File: config.mk
export PLATFORM = sky130hd
export DESIGN_NAME = path_length_and_travel_time
export DESIGN_NICKNAME = d
export VERILOG_FILES = /design/src/sv/plt_pkg.sv /design/src/sv/plt_sqsum.sv /design/src/sv/plt_sqrt.sv /design/src/sv/plt_div.sv /design/src/sv/path_length_and_travel_time.sv
export SDC_FILE = /design/constraint.sdc
export NUM_CORES = 2
export LEC_CHECK = 0
export BUFFER_PORTS_ARGS = -buffer_cell sky130_fd_sc_hd__buf_4
export CAP_MARGIN = 30
export CORE_MARGIN = 5
export CORE_UTILIZATION = 60
export DETAILED_ROUTE_END_ITERATION = 7
export PLACE_DENSITY = 0.82
export SYNTH_ARGS = -nofsm -noshare
export SYNTH_HDL_FRONTEND = slang
export SYNTH_SLANG_ARGS = --single-unit
File: constraint.sdc
create_clock -name clk -period 12.7 [get_ports clk]
set_input_delay 1.27 -clock clk [delete_from_list [all_inputs] [get_ports clk]]
set_output_delay 1.27 -clock clk [all_outputs]
set_load 0.05 [all_outputs]
File: src/sv/plt_pkg.sv
// shared constants and types for the path length and travel time block
package plt_pkg;

  localparam int COORD_WIDTH = 32;
  localparam int SPEED_W     = 32;
  localparam int SUM_W       = 48;
  localparam int EFF_W       = 40;
  localparam int FRAC_W      = 16;

  // sum of three squares and its root
  localparam int SQ_W  = 2 * COORD_WIDTH + 2;
  localparam int LEN_W = COORD_WIDTH + 1;

  // divider: segment time and efficiency share one unit
  localparam int SEG_DVD_W = LEN_W + FRAC_W;
  localparam int EFF_DVD_W = SUM_W + FRAC_W;
  localparam int DIV_W     = (SEG_DVD_W > EFF_DVD_W) ? SEG_DVD_W : EFF_DVD_W;
  localparam int DVS_W     = SUM_W;
  localparam int DSTEP_W   = $clog2(DIV_W + 1);

  localparam int ADD_W = ((LEN_W > SUM_W) ? LEN_W : SUM_W) + 1;

  localparam int IN_FIELDS_W  = 3 * COORD_WIDTH + SPEED_W;
  localparam int IN_DATA_W    = ((IN_FIELDS_W + 7) / 8) * 8;
  localparam int OUT_FIELDS_W = 2 * SUM_W + EFF_W;
  localparam int OUT_DATA_W   = ((OUT_FIELDS_W + 7) / 8) * 8;

  localparam logic [SUM_W-1:0] SUM_MAX = '1;
  localparam logic [EFF_W-1:0] EFF_MAX = '1;

  typedef enum logic [2:0] {
    ST_IDLE,
    ST_SQ,
    ST_ROOT,
    ST_SEG_DIV,
    ST_FINISH,
    ST_EFF_DIV,
    ST_EMIT
  } plt_state_t;

endpackage

File: src/sv/plt_sqsum.sv
// bit-serial sum of three squares, one multiplier bit per cycle
module plt_sqsum (
  input  logic                             clk,
  input  logic                             rst_n,
  input  logic                             start,
  input  logic [plt_pkg::COORD_WIDTH-1:0]  ax,
  input  logic [plt_pkg::COORD_WIDTH-1:0]  ay,
  input  logic [plt_pkg::COORD_WIDTH-1:0]  az,
  output logic                             done,
  output logic [plt_pkg::SQ_W-1:0]         sq
);

  localparam int CW    = plt_pkg::COORD_WIDTH;
  localparam int CNT_W = $clog2(CW + 1);

  logic [CW-1:0]    mx_r, my_r, mz_r;
  logic [CW-1:0]    sx_r, sy_r, sz_r;
  logic [CW+1:0]    hi_r;
  logic [CW-1:0]    lo_r;
  logic [CW+2:0]    acc_nxt;
  logic [CNT_W-1:0] cnt_r;
  logic             run_r;
  logic             done_r;

  // add the three selected multiplicands into the high half, then shift right
  always_comb begin
    acc_nxt = {1'b0, hi_r}
            + (sx_r[0] ? {3'b000, mx_r} : '0)
            + (sy_r[0] ? {3'b000, my_r} : '0)
            + (sz_r[0] ? {3'b000, mz_r} : '0);
  end

  always_ff @(posedge clk) begin
    if (!rst_n) begin
      run_r  <= 1'b0;
      done_r <= 1'b0;
      cnt_r  <= '0;
    end else begin
      done_r <= run_r && (cnt_r == CNT_W'(1));
      if (start) begin
        run_r <= 1'b1;
        cnt_r <= CNT_W'(CW);
      end else if (run_r) begin
        cnt_r <= cnt_r - CNT_W'(1);
        if (cnt_r == CNT_W'(1)) run_r <= 1'b0;
      end
    end
  end

  always_ff @(posedge clk) begin
    if (start) begin
      mx_r <= ax;
      my_r <= ay;
      mz_r <= az;
      sx_r <= ax;
      sy_r <= ay;
      sz_r <= az;
      hi_r <= '0;
      lo_r <= '0;
    end else if (run_r) begin
      hi_r <= acc_nxt[CW+2:1];
      lo_r <= {acc_nxt[0], lo_r[CW-1:1]};
      sx_r <= sx_r >> 1;
      sy_r <= sy_r >> 1;
      sz_r <= sz_r >> 1;
    end
  end

  assign sq   = {hi_r, lo_r};
  assign done = done_r;

endmodule

File: src/sv/plt_sqrt.sv
// restoring integer square root, one root bit per cycle
module plt_sqrt (
  input  logic                        clk,
  input  logic                        rst_n,
  input  logic                        start,
  input  logic [plt_pkg::SQ_W-1:0]    radicand,
  output logic                        done,
  output logic [plt_pkg::LEN_W-1:0]   root
);

  localparam int RW    = plt_pkg::SQ_W;
  localparam int LW    = plt_pkg::LEN_W;
  localparam int REM_W = LW + 3;
  localparam int CNT_W = $clog2(LW + 1);

  logic [RW-1:0]    rad_r;
  logic [LW-1:0]    root_r;
  logic [REM_W-1:0] rem_r;
  logic [REM_W-1:0] shifted_nxt;
  logic [REM_W-1:0] trial_nxt;
  logic             take_nxt;
  logic [CNT_W-1:0] cnt_r;
  logic             run_r;
  logic             done_r;

  // bring down two radicand bits, try root*4+1
  always_comb begin
    shifted_nxt = {rem_r[REM_W-3:0], rad_r[RW-1:RW-2]};
    trial_nxt   = {1'b0, root_r, 2'b01};
    take_nxt    = (shifted_nxt >= trial_nxt);
  end

  always_ff @(posedge clk) begin
    if (!rst_n) begin
      run_r  <= 1'b0;
      done_r <= 1'b0;
      cnt_r  <= '0;
    end else begin
      done_r <= run_r && (cnt_r == CNT_W'(1));
      if (start) begin
        run_r <= 1'b1;
        cnt_r <= CNT_W'(LW);
      end else if (run_r) begin
        cnt_r <= cnt_r - CNT_W'(1);
        if (cnt_r == CNT_W'(1)) run_r <= 1'b0;
      end
    end
  end

  always_ff @(posedge clk) begin
    if (start) begin
      rad_r  <= radicand;
      root_r <= '0;
      rem_r  <= '0;
    end else if (run_r) begin
      rad_r  <= {rad_r[RW-3:0], 2'b00};
      root_r <= {root_r[LW-2:0], take_nxt};
      rem_r  <= take_nxt ? (shifted_nxt - trial_nxt) : shifted_nxt;
    end
  end

  assign root = root_r;
  assign done = done_r;

endmodule

File: src/sv/plt_div.sv
// restoring divider, one quotient bit per cycle, dividend given left aligned
module plt_div (
  input  logic                          clk,
  input  logic                          rst_n,
  input  logic                          start,
  input  logic [plt_pkg::DSTEP_W-1:0]   steps,
  input  logic [plt_pkg::DIV_W-1:0]     dividend,
  input  logic [plt_pkg::DVS_W-1:0]     divisor,
  output logic                          done,
  output logic [plt_pkg::DIV_W-1:0]     quotient
);

  localparam int DW    = plt_pkg::DIV_W;
  localparam int VW    = plt_pkg::DVS_W;
  localparam int CNT_W = plt_pkg::DSTEP_W;

  logic [DW-1:0]    dvd_r;
  logic [VW-1:0]    dvs_r;
  logic [VW-1:0]    rem_r;
  logic [VW:0]      shifted_nxt;
  logic [VW:0]      diff_nxt;
  logic             take_nxt;
  logic [CNT_W-1:0] cnt_r;
  logic             run_r;
  logic             done_r;

  always_comb begin
    shifted_nxt = {rem_r, dvd_r[DW-1]};
    diff_nxt    = shifted_nxt - {1'b0, dvs_r};
    take_nxt    = (shifted_nxt >= {1'b0, dvs_r});
  end

  always_ff @(posedge clk) begin
    if (!rst_n) begin
      run_r  <= 1'b0;
      done_r <= 1'b0;
      cnt_r  <= '0;
    end else begin
      done_r <= run_r && (cnt_r == CNT_W'(1));
      if (start) begin
        run_r <= 1'b1;
        cnt_r <= steps;
      end else if (run_r) begin
        cnt_r <= cnt_r - CNT_W'(1);
        if (cnt_r == CNT_W'(1)) run_r <= 1'b0;
      end
    end
  end

  // quotient bits enter at the bottom as the dividend leaves at the top
  always_ff @(posedge clk) begin
    if (start) begin
      dvd_r <= dividend;
      dvs_r <= divisor;
      rem_r <= '0;
    end else if (run_r) begin
      dvd_r <= {dvd_r[DW-2:0], take_nxt};
      rem_r <= take_nxt ? diff_nxt[VW-1:0] : shifted_nxt[VW-1:0];
    end
  end

  assign quotient = dvd_r;
  assign done     = done_r;

endmodule

File: src/sv/path_length_and_travel_time.sv
// top level: path length, travel time and efficiency over a stream of points
//
//  channel | dir | tdata (lowest bit up)                              | tlast
//  in_     | in  | point_x, point_y, point_z, point_speed             | path_end
//  out_    | out | path_distance, path_time, path_efficiency          | -
//
// a point after the first runs square, root and divider in turn when the previous point's
// speed is positive, and square and root only otherwise
// the last point of a path adds the efficiency division when the path time is nonzero
// the first point of a path is only stored, with no square, root or division
// synchronous active-low reset clears sums, the have-previous-point flag and the output valid
// a stalled output holds only the last point of the next path; earlier points go on
module path_length_and_travel_time (
  input  logic                              clk,
  input  logic                              rst_n,
  input  logic                              in_tvalid,
  output logic                              in_tready,
  input  logic [plt_pkg::IN_DATA_W-1:0]     in_tdata,   // point_x, point_y, point_z, point_speed
  input  logic                              in_tlast,   // path_end
  output logic                              out_tvalid,
  input  logic                              out_tready,
  output logic [plt_pkg::OUT_DATA_W-1:0]    out_tdata   // path_distance, path_time, path_efficiency
);

  localparam int CW  = plt_pkg::COORD_WIDTH;
  localparam int SW  = plt_pkg::SPEED_W;
  localparam int UW  = plt_pkg::SUM_W;
  localparam int EW  = plt_pkg::EFF_W;
  localparam int FW  = plt_pkg::FRAC_W;
  localparam int DW  = plt_pkg::DIV_W;
  localparam int AW  = plt_pkg::ADD_W;

  plt_pkg::plt_state_t state_r, state_nxt;

  logic [CW-1:0] pt_x, pt_y, pt_z;
  logic [SW-1:0] pt_speed;
  logic          accept;
  logic          emit;

  logic [CW-1:0] prev_x_r, prev_y_r, prev_z_r;
  logic [SW-1:0] prev_speed_r;
  logic [SW-1:0] seg_speed_r;
  logic          have_prev_r;
  logic          last_r;
  logic          speed_pos;

  logic [UW-1:0] dist_r, time_r;
  logic [EW-1:0] eff_r;
  logic          out_valid_r;
  logic [plt_pkg::OUT_DATA_W-1:0] out_data_r;

  logic                          sq_start, sq_done;
  logic [plt_pkg::SQ_W-1:0]      sq_sum;
  logic                          root_start, root_done;
  logic [plt_pkg::LEN_W-1:0]     seg_len;
  logic                          div_start, div_done, div_eff;
  logic [plt_pkg::DSTEP_W-1:0]   div_steps;
  logic [DW-1:0]                 div_dvd, div_quot;
  logic [plt_pkg::DVS_W-1:0]     div_dvs;

  logic [AW-1:0] dist_add;
  logic [UW-1:0] dist_sat;
  logic [UW-1:0] seg_time;
  logic [UW:0]   time_add;
  logic [UW-1:0] time_sat;
  logic [EW-1:0] eff_sat;

  function automatic logic [CW-1:0] abs_diff(input logic [CW-1:0] a, input logic [CW-1:0] b);
    logic [CW:0] d;
    d = {a[CW-1], a} - {b[CW-1], b};
    return d[CW] ? CW'(-d) : d[CW-1:0];
  endfunction

  assign pt_x     = in_tdata[CW-1:0];
  assign pt_y     = in_tdata[2*CW-1:CW];
  assign pt_z     = in_tdata[3*CW-1:2*CW];
  assign pt_speed = in_tdata[3*CW+SW-1:3*CW];

  assign accept    = in_tvalid && in_tready;
  assign emit      = (state_r == plt_pkg::ST_EMIT) && (!out_valid_r || out_tready);
  assign speed_pos = (seg_speed_r != '0) && !seg_speed_r[SW-1];

  // next state
  always_comb begin
    state_nxt = state_r;
    unique case (state_r)
      plt_pkg::ST_IDLE: begin
        if (accept) state_nxt = have_prev_r ? plt_pkg::ST_SQ : plt_pkg::ST_FINISH;
      end
      plt_pkg::ST_SQ: begin
        if (sq_done) state_nxt = plt_pkg::ST_ROOT;
      end
      plt_pkg::ST_ROOT: begin
        if (root_done) state_nxt = speed_pos ? plt_pkg::ST_SEG_DIV : plt_pkg::ST_FINISH;
      end
      plt_pkg::ST_SEG_DIV: begin
        if (div_done) state_nxt = plt_pkg::ST_FINISH;
      end
      plt_pkg::ST_FINISH: begin
        if (!last_r) state_nxt = plt_pkg::ST_IDLE;
        else if (time_r != '0) state_nxt = plt_pkg::ST_EFF_DIV;
        else state_nxt = plt_pkg::ST_EMIT;
      end
      plt_pkg::ST_EFF_DIV: begin
        if (div_done) state_nxt = plt_pkg::ST_EMIT;
      end
      plt_pkg::ST_EMIT: begin
        if (!out_valid_r || out_tready) state_nxt = plt_pkg::ST_IDLE;
      end
      default: state_nxt = plt_pkg::ST_IDLE;
    endcase
  end

  // unit controls
  always_comb begin
    in_tready  = 1'b0;
    sq_start   = 1'b0;
    root_start = 1'b0;
    div_start  = 1'b0;
    div_eff    = 1'b0;
    unique case (state_r) inside
      plt_pkg::ST_IDLE: begin
        in_tready = 1'b1;
        sq_start  = in_tvalid && have_prev_r;
      end
      plt_pkg::ST_SQ: begin
        root_start = sq_done;
      end
      plt_pkg::ST_ROOT: begin
        div_start = root_done && speed_pos;
      end
      plt_pkg::ST_FINISH: begin
        div_eff   = 1'b1;
        div_start = last_r && (time_r != '0);
      end
      plt_pkg::ST_SEG_DIV, plt_pkg::ST_EFF_DIV, plt_pkg::ST_EMIT: begin
      end
      default: begin
      end
    endcase
  end

  // divider operands, dividends left aligned so the quotient lands at the bottom
  always_comb begin
    if (div_eff) begin
      div_dvd   = DW'({dist_r, {FW{1'b0}}}) << (DW - plt_pkg::EFF_DVD_W);
      div_dvs   = time_r;
      div_steps = plt_pkg::DSTEP_W'(plt_pkg::EFF_DVD_W);
    end else begin
      div_dvd   = DW'({seg_len, {FW{1'b0}}}) << (DW - plt_pkg::SEG_DVD_W);
      div_dvs   = plt_pkg::DVS_W'(seg_speed_r[SW-2:0]);
      div_steps = plt_pkg::DSTEP_W'(plt_pkg::SEG_DVD_W);
    end
  end

  // saturating sums, segment time and efficiency
  always_comb begin
    dist_add = AW'(dist_r) + AW'(seg_len);
    dist_sat = (dist_add > AW'(plt_pkg::SUM_MAX)) ? plt_pkg::SUM_MAX : dist_add[UW-1:0];
    seg_time = (|div_quot[DW-1:UW]) ? plt_pkg::SUM_MAX : div_quot[UW-1:0];
    time_add = {1'b0, time_r} + {1'b0, seg_time};
    time_sat = time_add[UW] ? plt_pkg::SUM_MAX : time_add[UW-1:0];
    eff_sat  = (|div_quot[DW-1:EW]) ? plt_pkg::EFF_MAX : div_quot[EW-1:0];
  end

  plt_sqsum u_sqsum (
    .clk   (clk),
    .rst_n (rst_n),
    .start (sq_start),
    .ax    (abs_diff(pt_x, prev_x_r)),
    .ay    (abs_diff(pt_y, prev_y_r)),
    .az    (abs_diff(pt_z, prev_z_r)),
    .done  (sq_done),
    .sq    (sq_sum)
  );

  plt_sqrt u_sqrt (
    .clk      (clk),
    .rst_n    (rst_n),
    .start    (root_start),
    .radicand (sq_sum),
    .done     (root_done),
    .root     (seg_len)
  );

  plt_div u_div (
    .clk      (clk),
    .rst_n    (rst_n),
    .start    (div_start),
    .steps    (div_steps),
    .dividend (div_dvd),
    .divisor  (div_dvs),
    .done     (div_done),
    .quotient (div_quot)
  );

  always_ff @(posedge clk) begin
    if (!rst_n) begin
      state_r     <= plt_pkg::ST_IDLE;
      have_prev_r <= 1'b0;
      dist_r      <= '0;
      time_r      <= '0;
      out_valid_r <= 1'b0;
    end else begin
      state_r <= state_nxt;
      if (accept) have_prev_r <= 1'b1;
      if ((state_r == plt_pkg::ST_ROOT) && root_done) dist_r <= dist_sat;
      if ((state_r == plt_pkg::ST_SEG_DIV) && div_done) time_r <= time_sat;
      if (emit) out_valid_r <= 1'b1;
      else if (out_tready) out_valid_r <= 1'b0;
      // path done: result goes out and the path state starts over
      if (emit) begin
        have_prev_r <= 1'b0;
        dist_r      <= '0;
        time_r      <= '0;
      end
    end
  end

  always_ff @(posedge clk) begin
    if (accept) begin
      prev_x_r     <= pt_x;
      prev_y_r     <= pt_y;
      prev_z_r     <= pt_z;
      prev_speed_r <= pt_speed;
      seg_speed_r  <= prev_speed_r;
      last_r       <= in_tlast;
    end
    if (state_r == plt_pkg::ST_FINISH) eff_r <= '0;
    if ((state_r == plt_pkg::ST_EFF_DIV) && div_done) eff_r <= eff_sat;
    if (emit) out_data_r <= plt_pkg::OUT_DATA_W'({eff_r, time_r, dist_r});
  end

  assign out_tvalid = out_valid_r;
  assign out_tdata  = out_data_r;

endmodule

**Yosys cells after proc, flatten, opt, wreduce, memory -nomap -nowiden**

Cells that the tools add are included.

- Flip-flop bits (word level): 1014
- Input bits: 133
- Output and inout port bits: 138

- Bitwise operators: 1
- Muxes and demuxes: 60
- Order comparisons: 3
- Equal/unequal tests: 15
- $add $sub $neg: 16
- Reductions and logical operators: 29

Operators by type and width:

| operator | count |
|---|---|
| $mux W32 | 12 |
| $mux W48 | 4 |
| $mux W64 | 3 |
| $mux W66 | 2 |
| $mux W40 | 3 |
| $sub A32 B32 Y33 | 3 |
| $neg A32 Y32 | 3 |
| $add A35 B35 Y35 | 2 |
| $add A48 B33 Y49 | 1 |
| $add A48 B48 Y49 | 1 |
| $ge A49 B48 Y1 | 1 |
| $gt A49 B48 Y1 const B | 1 |
| $reduce_bool A48 Y1 | 1 |
| $sub A48 B48 Y48 | 1 |
| $ge A36 B35 Y1 | 1 |
| $add A34 B35 Y35 | 1 |
| $mux W34 | 1 |
| $sub A34 B34 Y34 | 1 |
| $reduce_bool A32 Y1 | 1 |
| $mux W31 | 1 |
| $mux W3 | 9 |
| $mux W6 | 4 |
| $reduce_or A24 Y1 | 1 |
| $mux W7 | 3 |
| 22 further kinds | 63 |

**Depth between registers and ports, before layout**

- Depth after elaboration: 5
- Gate-level depth with buffers: 20
- Mapped depth without buffers: 18

**By module**

Synthesis repeated with hierarchy kept, for this count alone.

- Cells, all modules: 5760
- Area total of the unflattened synthesis: 59597.2 µm²

By module, submodules not included:

| module | cells an instance | area an instance (µm²) | instances | sequential area each (µm²) |
|---|---|---|---|---|
| path_length_and_travel_time | 2863 | 28065.7 | 1 | 12141.6 |
| plt_sqsum | 1136 | 13819.5 | 1 | 7247.0 |
| plt_div | 986 | 9989.6 | 1 | 4504.3 |
| plt_sqrt | 775 | 7722.4 | 1 | 3483.3 |

**Worst setup path after synthesis**

OpenSTA, ideal clock, no wires.

- Kind: register to register
- From: register state_r[0]
- To: register u_sqsum.mx_r[0] (enable)
- Buffers on the path: 4
- Cell stages (with the launch flop): 9
- Setup time: 0.498 ns
- Required time: 12.202 ns
- Data arrival time: 9.475 ns
- Path slack: 2.727 ns
- Cells stage by stage: dfxtp_1 > clkbuf_1 > nor3_1 > and2_1 > nand2_1 > clkinv_1 > clkbuf_1 > clkbuf_1 > clkbuf_1

- Cells in the longest elaborated chain, start to end: 2

RTL lines:

| element | RTL line | source |
|---|---|---|
| start: declaration | path_length_and_travel_time.sv:33 | `plt_pkg::plt_state_t state_r, state_nxt;` |
| start signal: assignment | path_length_and_travel_time.sv:199 | `state_r <= plt_pkg::ST_IDLE;` |
| start signal: assignment | path_length_and_travel_time.sv:205 | `state_r <= state_nxt;` |
| $logic_not A3 Y1 | - |  |
| $mux W1 | path_length_and_travel_time.sv:121 | `unique case (state_r) inside` |
| net sq_start | path_length_and_travel_time.sv:52 | `logic sq_start, sq_done;` |
| end signal: assignment | plt_sqsum.sv:52 | `mx_r <= ax;` |
| end: declaration | plt_sqsum.sv:16 | `logic [CW-1:0] mx_r, my_r, mz_r;` |

The timed path passes the listed nets, and every way through them passes these cells.
A chain may end at the register's enable or synchronous reset.

**Final worst setup path**

- From: register u_sqsum.sz_r[0]
- To: register u_sqsum.hi_r[32]

- Cells in the longest elaborated chain, start to end: 2

RTL lines:

| element | RTL line | source |
|---|---|---|
| start: declaration | plt_sqsum.sv:17 | `logic [CW-1:0] sx_r, sy_r, sz_r;` |
| start signal: assignment | plt_sqsum.sv:57 | `sz_r <= az;` |
| start signal: assignment | plt_sqsum.sv:65 | `sz_r <= sz_r >> 1;` |
| $mux W32 | plt_sqsum.sv:30 | `+ (sz_r[0] ? {3'b000, mz_r} : '0);` |
| $add A35 B35 Y35 | plt_sqsum.sv:30 |  |
| end signal: assignment | plt_sqsum.sv:61 | `hi_r <= acc_nxt[CW+2:1];` |
| end: declaration | plt_sqsum.sv:18 | `logic [CW+1:0] hi_r;` |

No other way between the ends.

==> flow_metrics.tcl <==
set metrics [dict create \
    port_buffers 270 \
    cts-buffers-inserted 103 \
    highest_layer "met4" \
    grt.total_usage 0.274 \
    min_path_type "reg -> reg" \
    setup_tns_ps 0 \
    gr-total-overflow 0 \
    reg2reg_to "u_sqsum.hi_r[32]$_SDFFE_PP0P_" \
    synth_top_area_frac 0.371 \
    grt_antenna_before_repair 0 \
    clk_pin_slew_ps 60 \
    gp_congestion 0.970 \
    vias 43300 \
    layout.cells.non_filler 7108 \
    yosysMostFrequentCell "edfxtp_1" \
    synth_fp_nets 6078 \
    drt-pass1-iter-count 8 \
    cts_sinks 1014 \
    endpoint_kind "flop" \
    endpoint "u_sqsum.hi_r[32]$_SDFFE_PP0P_" \
    grt_pass1_wl_um 227000 \
    route.met2.wl_um 69900 \
    ant_nets 0 \
    wl_met1_um 58600 \
    hold_viol_final 0 \
    cts_hold_buf 0 \
    cp-startpoint "u_sqsum.sz_r[0]$_DFFE_PP_" \
    tightest_slew_ps 981 \
    r2r_start "u_sqsum.sz_r[0]$_DFFE_PP_" \
    power_density_nw_per_um2 189 \
    critPathKind "reg -> reg" \
    yosysWarnings 0 \
    fp.dieW_um 319 \
    finClkSkew_ps 41.4 \
    clk_latency_ps 710 \
    ios 271 \
    ir_drop_mv 0.143 \
    post_cts_resized 0 \
    synthArstFlopShare 0 \
    relSlewSlack 0.346 \
    wl_per_cell_um 20.3 \
    drive_gt1_frac 0.128 \
    fin_nets 6261 \
    max_freq_mhz 175 \
    start_util 0.604 \
    min_period_over_period 0.450 \
    fp.dieH_um 319 \
    rsz0062_at_grt "false" \
    hpwl_um 104000 \
    totalWireLength_um 144000 \
    synth.ff_latch_count 1014 \
    dieArea_um2 102000 \
    post_synth_num_cell_types 103 \
    wl_met3_um 8850 \
    area.growth.synth_to_final_pct 11.6 \
    drt-initial-drc-count 4034 \
    period_minus_slack_ps 5710 \
    synth_area_leaders "edfxtp_1 (37%), dfxtp_1 (11%), ha_1 (6.6%)" \
    r2r_cells 18 \
    synthTopCellsByCount "edfxtp_1 (707), nand2_1 (552), a21oi_1 (412)" \
    critPathLaunchType "flop" \
    coreArea_um2 94900 \
    placedCellCount 6913 \
    tritoncts "yes" \
    num_rows 113 \
    rrSetupSlack_ps 6990 \
    maxSlewViolCount 0 \
    synth_edf_count 707 \
    syn_inst 5571 \
    synth.largest_area_cell "edfxtp_1" \
    cp_max_fo 32 \
    grt_pass1_vias 41800 \
    synth.avg_cell_area_um2 10.3 \
    grt_max_degree 116 \
    syn_area_um2 57300 \
    ys.flop_type "edfxtp_1" \
    cts_buffer_depth 3 \
    leakagePower_nw 26.3 \
    drc 0 \
    cap_violations 0 \
    viasPerCell 6.09 \
    status "finished, final reports clean" \
    clockRootBuffer "clkbuf_16" \
    n_antenna_cell 0 \
    required_ps 13270 \
    setup_violations 0 \
    cts_setup_buffers 0 \
    yosysSeqAreaShare 0.478 \
    cts_max_level 3 \
    crit_arrival_ps 6280 \
]
## layer usage
| layer | vias up | global-route usage |
|---|---|---|
| li1 | 20500 | - |
| met1 | 20900 | 0.353 |
| met2 | 1611 | 0.466 |
| met3 | 323 | 0.0410 |
| met4 | 0 | 0.114 |
| met5 | - | 0 |
## stage by stage
step	cell area [µm²]	worst slack, ps	hold WS [ps]	util	power [mW]
2_1_floorplan	57300	2730	400	-	7.93
3_3_place_gp	60400	7190	401	0.636	8.78
3_5_place_dp	60400	7080	405	0.637	8.94
4_1_cts	63900	7020	412	0.674	12.1
5_1_grt	63900	6530	417	0.674	12.8
6_report	63900	6990	413	0.674	12.1
## area by class of cell
cell class	count	area, µm²
clock buffers	144	2860
clock inverters	50	611
fillers	6986	30900
inverters	357	1350
multi-input cells	3969	27800
flip-flops and latches	1014	27400
well taps	1265	1580
repair buffers	309	2390
## worst max-delay path: stages (launching register included)
cell	delay [ps]
edfxtp_1	770
and2_1	320
fa_1	530
inv_1	60
fa_1	520
inv_1	50
ha_1	210
fa_1	410
a21o_1	190
a21o_1	200
a21oi_1	150
o21bai_1	160
a2111oi_0	720
o41ai_1	220
o41ai_1	480
o21a_1	250
o21bai_1	100
nand4bb_1	130
nand3_1	80
## cell families after synthesis
group / share of synthesized area
XOR/XNOR: 0.0501
AND/OR/NAND/NOR: 0.130
buffers and inverters: 0.0391
multiplexers: 0.0518
AO/OA/AOI/OAI: 0.161
adder cells (fa/ha/maj): 0.0908
flip-flops: 0.478
## power breakdown
group | total, mW | internal, mW | switching (mW)
combinational | 4.47 | 1.81 | 2.66
clock | 3.10 | 1.78 | 1.33
sequential | 4.49 | 4.22 | 0.278
total | 12.1 | 7.80 | 4.26
## cells in the final DEF, fill, tap and decap left out, types with 88 or more instances in the layout
| master | count |
|---|---|
| a21o_1 | 168 |
| a21oi_1 | 411 |
| buf_4 | 304 |
| clkbuf_16 | 104 |
| dfxtp_1 | 304 |
| edfxtp_1 | 707 |
| ha_1 | 304 |
| inv_1 | 354 |
| mux2_2 | 123 |
| mux2i_1 | 155 |
| nand2_1 | 550 |
| nand3_1 | 94 |
| nor2_1 | 354 |
| o21a_1 | 88 |
| o21ai_0 | 318 |
| xnor2_1 | 205 |
| xor2_1 | 123 |
## sequential cells by signal, indices dropped and copies added, names as in the netlist, 40 cells and up
register,cells
u_div.rem_r,48
u_sqrt.rad_r,66
time_r,48
out_tdata,136
dist_r,48
u_div.quotient,64
eff_r,40
u_div.dvs_r,48
## worst min-delay path by stage
stage                              start                        to  slack (ps)  cells past startpoint
2_1_floorplan     eff_r[4]$_SDFFCE_PN0P_  out_tdata[100]$_DFFE_PP_         400                      0
6_report       prev_speed_r[6]$_DFFE_PP_  seg_speed_r[6]$_DFFE_PP_         410                      0
3_5_place_dp     eff_r[38]$_SDFFCE_PN0P_  out_tdata[134]$_DFFE_PP_         400                      0
4_1_cts        prev_speed_r[6]$_DFFE_PP_  seg_speed_r[6]$_DFFE_PP_         410                      0
3_3_place_gp      eff_r[5]$_SDFFCE_PN0P_  out_tdata[101]$_DFFE_PP_         400                      0
5_1_grt        prev_speed_r[6]$_DFFE_PP_  seg_speed_r[6]$_DFFE_PP_         420                      0
(Power assumes the default switching activity.)
